## config.mk

```make
export PLATFORM = sky130hd
export DESIGN_NAME = key_value_table_unit
export DESIGN_NICKNAME = d
export VERILOG_FILES = /design/src/hdl/kvt_pkg.sv /design/src/hdl/kvt_ram.sv /design/src/hdl/kvt_ctrl.sv /design/src/hdl/kvt_dp.sv /design/src/hdl/key_value_table_unit.sv
export SDC_FILE = /design/constraint.sdc
export NUM_CORES = 1
export LEC_CHECK = 0
export BUFFER_PORTS_ARGS = -buffer_cell sky130_fd_sc_hd__clkbuf_2
export CORE_ASPECT_RATIO = 0.7
export CORE_MARGIN = 8
export CORE_UTILIZATION = 58
export CTS_BUF_LIST = sky130_fd_sc_hd__clkbuf_4
export DETAILED_ROUTE_END_ITERATION = 7
export GPL_ROUTABILITY_DRIVEN = 0
export GPL_TIMING_DRIVEN = 0
export HOLD_SLACK_MARGIN = 0.15
export PLACE_DENSITY_LB_ADDON = 0.08
export SYNTH_ARGS = -nofsm -noshare
export SYNTH_HDL_FRONTEND = slang
export SYNTH_SLANG_ARGS = --single-unit
```

## constraint.sdc

```tcl
create_clock -name clock -period 4.77 [get_ports clock]
set_input_delay 0.2385 -clock clock [delete_from_list [all_inputs] [get_ports clock]]
set_output_delay 0.2385 -clock clock [all_outputs]
set_load 0.05 [all_outputs]
```

## src/hdl/kvt_pkg.sv

```systemverilog
`default_nettype none

package kvt_pkg;

   localparam int ENTRIES    = 16;
   localparam int KEY_BITS   = 32;
   localparam int VALUE_BITS = 32;

   localparam int ACTION_BITS    = 2;
   localparam int COUNT_OUT_BITS = 5;
   localparam int CNT_BITS       = $clog2(ENTRIES + 1);
   localparam int IDX_BITS       = (ENTRIES > 1) ? $clog2(ENTRIES) : 1;
   localparam int ENTRY_BITS     = KEY_BITS + VALUE_BITS;

   // request beat: action, key, value from bit 0 up
   localparam int REQ_FIELD_BITS = ACTION_BITS + KEY_BITS + VALUE_BITS;
   localparam int REQ_TDATA_BITS = ((REQ_FIELD_BITS + 7) / 8) * 8;
   localparam int REQ_KEY_LSB    = ACTION_BITS;
   localparam int REQ_VALUE_LSB  = ACTION_BITS + KEY_BITS;

   // response beat: found, value_out, table_full, entry_count from bit 0 up
   localparam int RSP_FIELD_BITS = 1 + VALUE_BITS + 1 + COUNT_OUT_BITS;
   localparam int RSP_TDATA_BITS = ((RSP_FIELD_BITS + 7) / 8) * 8;
   localparam int RSP_VALUE_LSB  = 1;
   localparam int RSP_FULL_BIT   = 1 + VALUE_BITS;
   localparam int RSP_COUNT_LSB  = 2 + VALUE_BITS;

   typedef enum logic [ACTION_BITS-1:0] {
      ACT_DEFINE = 2'd0,
      ACT_LOOKUP = 2'd1,
      ACT_ERASE  = 2'd2,
      ACT_PROBE  = 2'd3
   } action_type;

   typedef enum logic [2:0] {
      ST_IDLE,
      ST_SCAN,
      ST_UPDATE,
      ST_SHIFT,
      ST_RESP
   } state_type;

   typedef struct packed {
      logic start;      // latch request beat, clear flags and walk pointer
      logic step;       // advance the read walk one entry
      logic hit_load;   // record the hit, point the walk past it
      logic write_upd;  // write key/value at hit slot or append at count
      logic shift_wr;   // write back the entry read last cycle one place lower
      logic count_dec;  // drop one entry
      logic set_full;   // flag a refused define
      logic rsp_load;   // load the response register
   } kvt_cmd_type;

   typedef struct packed {
      action_type action;
      logic       hit;        // compared entry matches the key
      logic       walk_done;  // no read pending and none left to issue
      logic       full;       // table holds ENTRIES entries
      logic       rsp_free;   // response register can take a beat
   } kvt_stat_type;

   function automatic logic [COUNT_OUT_BITS-1:0] count_out(input logic [CNT_BITS-1:0] c);
      logic [CNT_BITS+COUNT_OUT_BITS-1:0] wide;
      wide = {{COUNT_OUT_BITS{1'b0}}, c};
      return wide[COUNT_OUT_BITS-1:0];
   endfunction

endpackage

`default_nettype wire

```

## src/hdl/kvt_ram.sv

```systemverilog
`default_nettype none

module kvt_ram #(
   parameter int WIDTH = 64,
   parameter int DEPTH = 16,
   parameter int ADDR_BITS = (DEPTH > 1) ? $clog2(DEPTH) : 1
) (
   input  wire logic                 clock,
   input  wire logic                 wr_en,
   input  wire logic [ADDR_BITS-1:0] wr_addr,
   input  wire logic [WIDTH-1:0]     wr_data,
   input  wire logic [ADDR_BITS-1:0] rd_addr,
   output logic      [WIDTH-1:0]     rd_data
);

   logic [WIDTH-1:0] mem [DEPTH];

   always_ff @(posedge clock) begin
      if (wr_en) begin
         mem[wr_addr] <= wr_data;
      end
      rd_data <= mem[rd_addr];
   end

endmodule

`default_nettype wire

```

## src/hdl/kvt_ctrl.sv

```systemverilog
`default_nettype none

module kvt_ctrl (
   input  wire logic                  clock,
   input  wire logic                  reset,
   input  wire logic                  req_tvalid,
   output logic                       req_ready,
   input  wire kvt_pkg::kvt_stat_type stat,
   output kvt_pkg::kvt_cmd_type       cmd
);
   import kvt_pkg::*;

   state_type state_ff, state_in;

   always_ff @(posedge clock) begin
      if (reset) begin
         state_ff <= ST_IDLE;
      end else begin
         state_ff <= state_in;
      end
   end

   always_comb begin
      state_in = state_ff;
      unique case (state_ff)
         ST_IDLE: begin
            if (req_tvalid) state_in = ST_SCAN;
         end
         ST_SCAN: begin
            if (stat.hit) begin
               case (stat.action)
                  ACT_DEFINE: state_in = ST_UPDATE;
                  ACT_ERASE:  state_in = ST_SHIFT;
                  default:    state_in = ST_RESP;
               endcase
            end else if (stat.walk_done) begin
               if (stat.action == ACT_DEFINE && !stat.full) begin
                  state_in = ST_UPDATE;
               end else begin
                  state_in = ST_RESP;
               end
            end
         end
         ST_UPDATE: state_in = ST_RESP;
         ST_SHIFT: begin
            if (stat.walk_done) state_in = ST_RESP;
         end
         ST_RESP: begin
            if (stat.rsp_free) state_in = ST_IDLE;
         end
         default: state_in = ST_IDLE;
      endcase
   end

   always_comb begin
      req_ready = 1'b0;
      cmd       = '0;
      unique case (state_ff)
         ST_IDLE: begin
            req_ready = 1'b1;
            cmd.start = req_tvalid;
         end
         ST_SCAN: begin
            if (stat.hit) begin
               cmd.hit_load = 1'b1;
            end else begin
               cmd.step     = 1'b1;
               cmd.set_full = stat.walk_done && stat.action == ACT_DEFINE && stat.full;
            end
         end
         ST_UPDATE: cmd.write_upd = 1'b1;
         ST_SHIFT: begin
            cmd.step      = 1'b1;
            cmd.shift_wr  = 1'b1;
            cmd.count_dec = stat.walk_done;
         end
         ST_RESP: cmd.rsp_load = stat.rsp_free;
         default: cmd = '0;
      endcase
   end

endmodule

`default_nettype wire

```

## src/hdl/kvt_dp.sv

```systemverilog
`default_nettype none

module kvt_dp (
   input  wire logic                                  clock,
   input  wire logic                                  reset,
   input  wire logic [kvt_pkg::REQ_TDATA_BITS-1:0]    req_tdata,
   input  wire kvt_pkg::kvt_cmd_type                  cmd,
   output kvt_pkg::kvt_stat_type                      stat,
   output logic                                       rsp_tvalid,
   input  wire logic                                  rsp_tready,
   output logic      [kvt_pkg::RSP_TDATA_BITS-1:0]    rsp_tdata
);
   import kvt_pkg::*;

   action_type              action_ff, action_in;
   logic [KEY_BITS-1:0]     key_ff, key_in;
   logic [VALUE_BITS-1:0]   val_ff, val_in;
   logic [CNT_BITS-1:0]     count_ff, count_in;
   logic [CNT_BITS-1:0]     issue_ff, issue_in;
   logic [IDX_BITS-1:0]     cmp_idx_ff, cmp_idx_in;
   logic                    cmp_vld_ff, cmp_vld_in;
   logic [IDX_BITS-1:0]     slot_ff, slot_in;
   logic                    found_ff, found_in;
   logic                    full_ff, full_in;
   logic [VALUE_BITS-1:0]   vout_ff, vout_in;
   logic                    rsp_vld_ff, rsp_vld_in;
   logic [RSP_TDATA_BITS-1:0] rsp_data_ff, rsp_data_in;

   logic                    more;
   logic                    ram_we;
   logic [IDX_BITS-1:0]     ram_waddr;
   logic [ENTRY_BITS-1:0]   ram_wdata;
   logic [ENTRY_BITS-1:0]   ram_rdata;
   logic [KEY_BITS-1:0]     rd_key;
   logic [VALUE_BITS-1:0]   rd_val;

   assign more   = issue_ff < count_ff;
   assign rd_key = ram_rdata[ENTRY_BITS-1:VALUE_BITS];
   assign rd_val = ram_rdata[VALUE_BITS-1:0];

   kvt_ram #(
      .WIDTH (ENTRY_BITS),
      .DEPTH (ENTRIES)
   ) u_store (
      .clock   (clock),
      .wr_en   (ram_we),
      .wr_addr (ram_waddr),
      .wr_data (ram_wdata),
      .rd_addr (issue_ff[IDX_BITS-1:0]),
      .rd_data (ram_rdata)
   );

   // shift writes the entry read last cycle one place down; update writes the request pair
   always_comb begin
      if (cmd.shift_wr) begin
         ram_we    = cmp_vld_ff;
         ram_waddr = cmp_idx_ff - IDX_BITS'(1);
         ram_wdata = ram_rdata;
      end else begin
         ram_we    = cmd.write_upd;
         ram_waddr = found_ff ? slot_ff : count_ff[IDX_BITS-1:0];
         ram_wdata = {key_ff, val_ff};
      end
   end

   always_comb begin
      stat.action    = action_ff;
      stat.hit       = cmp_vld_ff && (rd_key == key_ff);
      stat.walk_done = !cmp_vld_ff && !more;
      stat.full      = count_ff == CNT_BITS'(ENTRIES);
      stat.rsp_free  = !rsp_vld_ff || rsp_tready;
   end

   always_comb begin
      action_in   = action_ff;
      key_in      = key_ff;
      val_in      = val_ff;
      count_in    = count_ff;
      issue_in    = issue_ff;
      cmp_idx_in  = cmp_idx_ff;
      cmp_vld_in  = cmp_vld_ff;
      slot_in     = slot_ff;
      found_in    = found_ff;
      full_in     = full_ff;
      vout_in     = vout_ff;
      rsp_vld_in  = rsp_vld_ff;
      rsp_data_in = rsp_data_ff;

      if (cmd.start) begin
         action_in  = action_type'(req_tdata[ACTION_BITS-1:0]);
         key_in     = req_tdata[REQ_KEY_LSB +: KEY_BITS];
         val_in     = req_tdata[REQ_VALUE_LSB +: VALUE_BITS];
         issue_in   = '0;
         cmp_vld_in = 1'b0;
         found_in   = 1'b0;
         full_in    = 1'b0;
         vout_in    = '0;
      end

      if (cmd.step) begin
         cmp_vld_in = more;
         cmp_idx_in = issue_ff[IDX_BITS-1:0];
         if (more) issue_in = issue_ff + CNT_BITS'(1);
      end

      if (cmd.hit_load) begin
         found_in   = 1'b1;
         slot_in    = cmp_idx_ff;
         issue_in   = CNT_BITS'(cmp_idx_ff) + CNT_BITS'(1);
         cmp_vld_in = 1'b0;
         if (action_ff == ACT_LOOKUP) vout_in = rd_val;
      end

      if (cmd.set_full) full_in = 1'b1;

      if (cmd.write_upd && !found_ff) begin
         count_in = count_ff + CNT_BITS'(1);
      end else if (cmd.count_dec) begin
         count_in = count_ff - CNT_BITS'(1);
      end

      // hold the beat until taken
      if (cmd.rsp_load) begin
         rsp_vld_in  = 1'b1;
         rsp_data_in = '0;
         rsp_data_in[0]                            = found_ff;
         rsp_data_in[RSP_VALUE_LSB +: VALUE_BITS]  = vout_ff;
         rsp_data_in[RSP_FULL_BIT]                 = full_ff;
         rsp_data_in[RSP_COUNT_LSB +: COUNT_OUT_BITS] = count_out(count_ff);
      end else if (rsp_tready) begin
         rsp_vld_in = 1'b0;
      end
   end

   always_ff @(posedge clock) begin
      if (reset) begin
         count_ff   <= '0;
         cmp_vld_ff <= 1'b0;
         rsp_vld_ff <= 1'b0;
      end else begin
         count_ff   <= count_in;
         cmp_vld_ff <= cmp_vld_in;
         rsp_vld_ff <= rsp_vld_in;
      end
   end

   always_ff @(posedge clock) begin
      action_ff   <= action_in;
      key_ff      <= key_in;
      val_ff      <= val_in;
      issue_ff    <= issue_in;
      cmp_idx_ff  <= cmp_idx_in;
      slot_ff     <= slot_in;
      found_ff    <= found_in;
      full_ff     <= full_in;
      vout_ff     <= vout_in;
      rsp_data_ff <= rsp_data_in;
   end

   assign rsp_tvalid = rsp_vld_ff;
   assign rsp_tdata  = rsp_data_ff;

endmodule

`default_nettype wire

```

## src/hdl/key_value_table_unit.sv

```systemverilog
`default_nettype none

// Channel   Dir   Ports                       Beat contents
// req       in    req_tvalid/tready/tdata     action, key, value
// rsp       out   rsp_tvalid/tready/tdata     found, value_out, table_full, entry_count
//
// One request at a time. Each request is accepted in the idle state, then the key/value RAM
// is scanned (one registered read per cycle) until a hit or past the last entry; on an empty
// table nothing is read. A storing define then writes the pair; an erase shifts the entries
// above the hit one place down; then the response is loaded. The longest request is an erase
// of the first of 16 entries. The response state stalls while the
// output register still holds an untaken beat; that beat waits there while the next request
// is taken. Reset empties the table at once; no clearing pass.

module key_value_table_unit (
   input  wire logic                                clock,
   input  wire logic                                reset,
   input  wire logic                                req_tvalid,
   output logic                                     req_tready,
   // action[1:0], key[33:2], value[65:34], zero fill
   input  wire logic [kvt_pkg::REQ_TDATA_BITS-1:0]  req_tdata,
   output logic                                     rsp_tvalid,
   input  wire logic                                rsp_tready,
   // found[0], value_out[32:1], table_full[33], entry_count[38:34], zero fill
   output logic      [kvt_pkg::RSP_TDATA_BITS-1:0]  rsp_tdata
);
   import kvt_pkg::*;

   kvt_cmd_type  cmd;
   kvt_stat_type stat;

   kvt_ctrl u_ctrl (
      .clock      (clock),
      .reset      (reset),
      .req_tvalid (req_tvalid),
      .req_ready  (req_tready),
      .stat       (stat),
      .cmd        (cmd)
   );

   kvt_dp u_dp (
      .clock      (clock),
      .reset      (reset),
      .req_tdata  (req_tdata),
      .cmd        (cmd),
      .stat       (stat),
      .rsp_tvalid (rsp_tvalid),
      .rsp_tready (rsp_tready),
      .rsp_tdata  (rsp_tdata)
   );

endmodule

`default_nettype wire
```

# After elaboration in Yosys (flattened, before gate mapping)
# Memories as Yosys holds them, arrays and structs flattened. A register that Yosys moved wholly into a read port is not among the register bits.
# Index checks and enable logic that the tools add are counted.
[totals]
register_bits = 162
ram_bits = 1024
inputBits = 76
output_inout_bits = 42
mem_count = 1
[memory_table]
columns = ["memory", "words", "word_bits", "rd", "rd_clocked_by_memory_dff", "write_ports", "line", "text"]
rows = [
  ["u_dp.u_store.mem", 16, 64, 1, 1, 1, "kvt_ram.sv:16", "logic [WIDTH-1:0] mem [DEPTH];"],
]
[op_classes]
add_sub_neg = 5
magnitude_cmp = 1
n_eq_ne = 12
n_mux = 38
n_reduce_logical = 19
[ops]
columns = ["cell", "n"]
rows = [
  ["32-bit 2-to-1 mux", 3],
  ["64-bit 2-to-1 mux", 1],
  ["32-bit == test", 1],
  ["5-bit 2-to-1 mux", 6],
  ["3-bit 2-to-1 mux", 6],
  ["1-bit 2-to-1 mux", 16],
  ["3-bit case mux with 5 select lines", 1],
  ["5-bit by 1-bit adder with 5-bit output (second input constant)", 2],
  ["4-bit 2-to-1 mux", 2],
  ["3-bit by 2-bit == test with 1-bit output (second input constant)", 2],
  ["1-bit logical AND", 6],
  ["3-bit case mux with 2 select lines", 1],
  ["2-bit nonzero test", 3],
  ["4-bit by 1-bit adder with 5-bit output (second input constant)", 1],
  ["5-bit == test (second input constant)", 1],
  ["1-bit zero test", 5],
  ["5-bit less-than comparator", 1],
  ["5-bit by 1-bit subtractor with 5-bit output (second input constant)", 1],
  ["2-bit by 1-bit inequality test with 1-bit output (second input constant)", 2],
  ["4-bit AND reduction", 1],
  ["4-bit by 1-bit subtractor with 4-bit output (second input constant)", 1],
  ["3-bit by 1-bit == test with 1-bit output (second input constant)", 1],
  ["3-bit == test (second input constant)", 1],
  ["3-bit zero test", 1],
  ["9 further kinds", 9],
]

# Depth between registers and ports, before layout
[depth]
ltp_word = 7
ltp_mapped = 12
mapped_depth_nobuf = 11

# Modules after synthesis
# From an unflattened synthesis, not the netlist that was laid out.
[hier_totals]
cells_unflattened = 2183
area_unflattened_um2 = 46547.1
[by_module_without_submodules]
columns = ["module", "n_inst", "cells_each", "area_each_um2", "seq_area_each_um2"]
rows = [
  ["kvt_ram", 1, 1647, 39581.7, 32030.7],
  ["kvt_dp", 1, 495, 6632.6, 4314.1],
  ["kvt_ctrl", 1, 41, 332.8, 60.1],
]

# Worst setup path after synthesis
# OpenSTA, ideal clock, no wires.
[synth_timing]
path_type = "reg2reg"
start = "register u_ctrl.state_ff[1]"
end = "memory u_dp.u_store.mem[12][0], enable pin"
setup_time_ps = 486
t_arrival_ps = 4281
setup_slack_ps = 3
stages_incl_launch_ff = 8
path_buffers = 1
synth_period_minus_slack_ps = 4767
path_cell_list = "dfxtp_1 > clkbuf_1 > nor2b_1 > nand2_1 > nand2_1 > o21ai_1 > or3_1 > nor2_1"
[synth_between]
elab_chain_cells = 5
[synth_lines]
columns = ["element", "line", "text"]
rows = [
  ["start, declared", "kvt_ctrl.sv:13", "state_type state_ff, state_in;"],
  ["start signal, assigned", "kvt_ctrl.sv:19", "state_ff <= state_in;"],
  ["3-bit by 2-bit == test with 1-bit output", "kvt_ctrl.sv:58", "unique case (state_ff)"],
  ["1-bit 2-to-1 mux / 2-bit 2-to-1 mux (equally long branches)", "kvt_ctrl.sv:58", ""],
  ["1-bit 2-to-1 mux", "kvt_dp.sv:55", "if (cmd.shift_wr) begin"],
  ["1-bit 2-to-1 mux", "kvt_ram.sv:19", "if (wr_en) begin"],
  ["1-bit 2-to-1 mux (not written as such)", "kvt_ram.sv:20", "mem[wr_addr] <= wr_data;"],
  ["end, declared", "kvt_ram.sv:16", ""],
]
# Parallel ways exist; a longest one is shown, timed or not.

# Final worst setup path
[layout_timing]
start = "register u_ctrl.state_ff[2]"
end = "memory u_dp.u_store.mem[5][24], enable pin"
# Same word-level chain as after synthesis.

==> summary.md <==
| Metric | Value |
|---|---|
| Clock Latency Late Sink | 1.16 ns |
| Period utilisation layout | 83.2% |
| Crit. End Element | register |
| CTS tree | done |
| WL per Instance | 28.6 um |
| Clk slew on worst S/H paths | 0.08 ns |
| ANT nets after route | 0 |
| Slew margin rel. | 15.1% |
| Synthesized area | 46900 um2 |
| Power per cell area | 476 nW/um2 |
| Post-synth EDFFs | 1137 |
| # setup viols final | 0 |
| Synth top area cells | edfxtp_1 73%, mux4_2 15%, dfxtp_1 4.8% |
| Clk_skew | 0.0935 ns |
| Worst min-delay path category | primary input to register |
| Starting DRT DRC Count | 2880 |
| CP required | 5.56 ns |
| Primary FF master, synth | edfxtp_1 |
| DRC | 0 |
| Achievable frequency | 252 MHz |
| Sink Count | 1250 |
| CP arrival | 4.76 ns |
| Avg Cell Area, Syn | 22.6 um2 |
| Vias in the first global route | 25100 |
| WP buf/inv | 5 |
| Slew Limit Fails | 0 |
| CP max FO | 16 |
| GR Util All Layers | 25.6% |
| Fill count | 5060 |
| Grt ovf | 0 |
| Initial antenna violation count | 5 |
| CP delay by family, top | simple AND/OR/NAND/NOR gates |
| Yosys reg bits | 1250 |
| Initial core utilization | 58.4% |
| Top cell type's share of synthesized area | 72.8% |
| First-pass GRT wire length | 165000 um |
| VDD IR max | 0.000269 V |
| CP startpoint kind | register |
| Total CTS buffers | 303 |
| Core area | 80300 um2 |
| Fin util | 69.2% |
| Final wirelength | 114000 um |
| Root buffer cell | clkbuf_4 |
| Layout net count | 2780 |
| Cell accounting for the most synthesized area | edfxtp_1 |
| First-pass detailed-route iteration total | 6 |
| Layout cells sized above 1 | 37.1% |
| Critical path, cell by cell | clkbuf_1 > nor2b_1 > nand2_1 > clkbuf_1 > nor2_1 > a21oi_1 > nand2_1 > nor2_4 > buf_12 > buf_16 > buf_16 |
| Mapped Nets | 2165 |
| Worst-Margin Slew | 1.27 ns |
| Deepest clock path buffer count | 4 |
| Unrepaired setup endpoints after global routing | false |
| Pleak | 18.2 nW |
| H-Tree Depth | 5 |
| Crit path largest cell delay | 0.64 ns |
| Netlist cell types | 62 |
| Maxcap violations | 0 |
| I/O Buffers | 109 |
| Fin crit period | 3.97 ns |
| Multi-input logic area | 9990 um2 |
| Die width | 356 um |
| Run status | finished, final reports clean |
| Largest net degree at the start of global routing | 39 |
| Slowest CP cell | nor2_4 |
| Worst setup path class | register to register |
| Final hold viol count | 0 |
| Reg area | 36400 um2 |
| Final HPWL DP | 68700 um |
| Avg Vias per Cell | 6.06 |
| Row Count | 87 |
| Synth-to-Final Area Change | 18.6% |
| Yosys warning total | 0 |
| Vias | 24200 |
| Post-synth ARST share | 0% |
| Number of I/O pins | 118 |
| Cells after Synth | 2078 |
| Commonest non-fill, non-tap cell in the layout | edfxtp_1 |
| Sequential fraction of the synthesis area | 77.6% |
| Setup bufs post-CTS | 0 |
| Power consumption | 0.0265 W |
| Die area | 90400 um2 |
| Overall die height | 254 um |
| Most frequent cells in the layout | 1137 x edfxtp_1, 479 x clkbuf_4, 320 x mux4_2, 138 x dlygate4sd3_1, 113 x dfxtp_1 |
==> cell usage after synthesis, types with 10 or more instances <==
cell type	instances
mux4_2	320
nor3_1	10
dfxtp_1	113
ha_1	10
nor2_1	33
nand2_1	65
mux2_2	58
edfxtp_1	1137
o21ai_0	13
buf_1	23
inv_1	53
xor2_1	16
mux2i_1	39
a21oi_1	12
xnor2_1	19
clkbuf_1	60
==> power by group <==
part	switching [W]	leakage [nW]	total [W]	internal, W
Sequential	0.000411	11.2	0.0136	0.0132
Clock	0.00401	2.35	0.00886	0.00485
Combinational	0.00261	4.66	0.00401	0.00140
Total	0.00703	18.2	0.0265	0.0194
==> per-stage QoR <==
stage	setup slack, ns	std cells	area, um2	hold slack, ns	TNS (ns)
2_1_floorplan	0.00292	2078	46900	0.337	0
6_report	0.799	3984	55600	0.280	0
3_3_place_gp	-4.67	3255	48800	0.412	-4546.58
5_1_grt	0.640	3979	55600	0.230	0
4_1_cts	0.837	3973	55600	0.153	0
3_5_place_dp	0.894	3317	50300	0.412	0
==> cell type report <==
class	count	share of cell area [%]
Buffer	95	0.767
Sequential cell	1250	65.4
Antenna cell	10	0.0450
Clock buffer	479	6.46
Clock inverter	39	0.549
Inverter	55	0.376
Timing Repair Buffer	310	5.98
Tap cell	1068	2.40
Multi-Input combinational cell	678	18.0
==> what timing repair did <==
action	4_1_cts	5_1_grt
gates resized for setup	0	0
hold buffers	138	0
hold endpoints to repair	110	0
==> worst reg2reg max path, stage by stage, from the launching register on <==
cell,delay (ns)
dfxtp_1,0.31
clkbuf_1,0.30
nor2b_1,0.15
nand2_1,0.42
clkbuf_1,0.43
nor2_1,0.13
a21oi_1,0.23
nand2_1,0.30
nor2_4,0.64
buf_12,0.31
buf_16,0.20
buf_16,0.18
==> final timing paths <==
check                                   from                           endpoint  slack (ns)  cells past startpoint
max          u_ctrl.state_ff[2]$_SDFFE_PP0P_  u_dp.u_store.mem[5][24]$_DFFE_PP_        0.80                     11
min                                    reset      u_dp.count_ff[0]$_SDFFE_PP0P_        0.28                      3
max reg2reg  u_ctrl.state_ff[2]$_SDFFE_PP0P_  u_dp.u_store.mem[5][24]$_DFFE_PP_        0.80                     11
min reg2reg  u_dp.u_store.rd_data[5]$_DFF_P_            u_dp.vout_ff[5]$_DFF_P_        0.42                      2
==> cells by family (layout without fill, tap and decap cells) <==
logic type	Yosys count	count (layout)	share of synthesized area, %
adder cells (fa/ha/maj)	11	11	0.309
XOR/XNOR	35	35	0.654
AO/OA/AOI/OAI	55	55	0.782
buffers and inverters	150	978	1.35
flip-flops	1250	1250	77.6
multiplexers	417	417	17.6
other	1	11	0.00799
AND/OR/NAND/NOR	159	159	1.70
==> state kept, by name, summed over array words and instances, names as in the netlist <==
name / cells
u_dp.action_ff: 2
u_dp.u_store.rd_data: 64
u_dp.vout_ff: 32
u_dp.issue_ff: 5
u_dp.full_ff: 1
u_dp.found_ff: 1
u_dp.cmp_vld_ff: 1
u_dp.cmp_idx_ff: 4
u_ctrl.state_ff: 3
u_dp.rsp_tvalid: 1
u_dp.rsp_tdata: 39
u_dp.val_ff: 32
u_dp.count_ff: 5
u_dp.slot_ff: 4
u_dp.u_store.mem: 1024
u_dp.key_ff: 32
==> layer usage <==
metal | share of wire, % | GRT usage, % | vias up
met3 | 8.6 | 5.67 | 211
met1 | 41 | 36.5 | 12600
met4 | 2.2 | 7.92 | 2
met5 | 0.0079 | 0 | -
li1 | - | - | 10100
met2 | 48 | 40.0 | 1243
(Power assumes the default switching activity.)
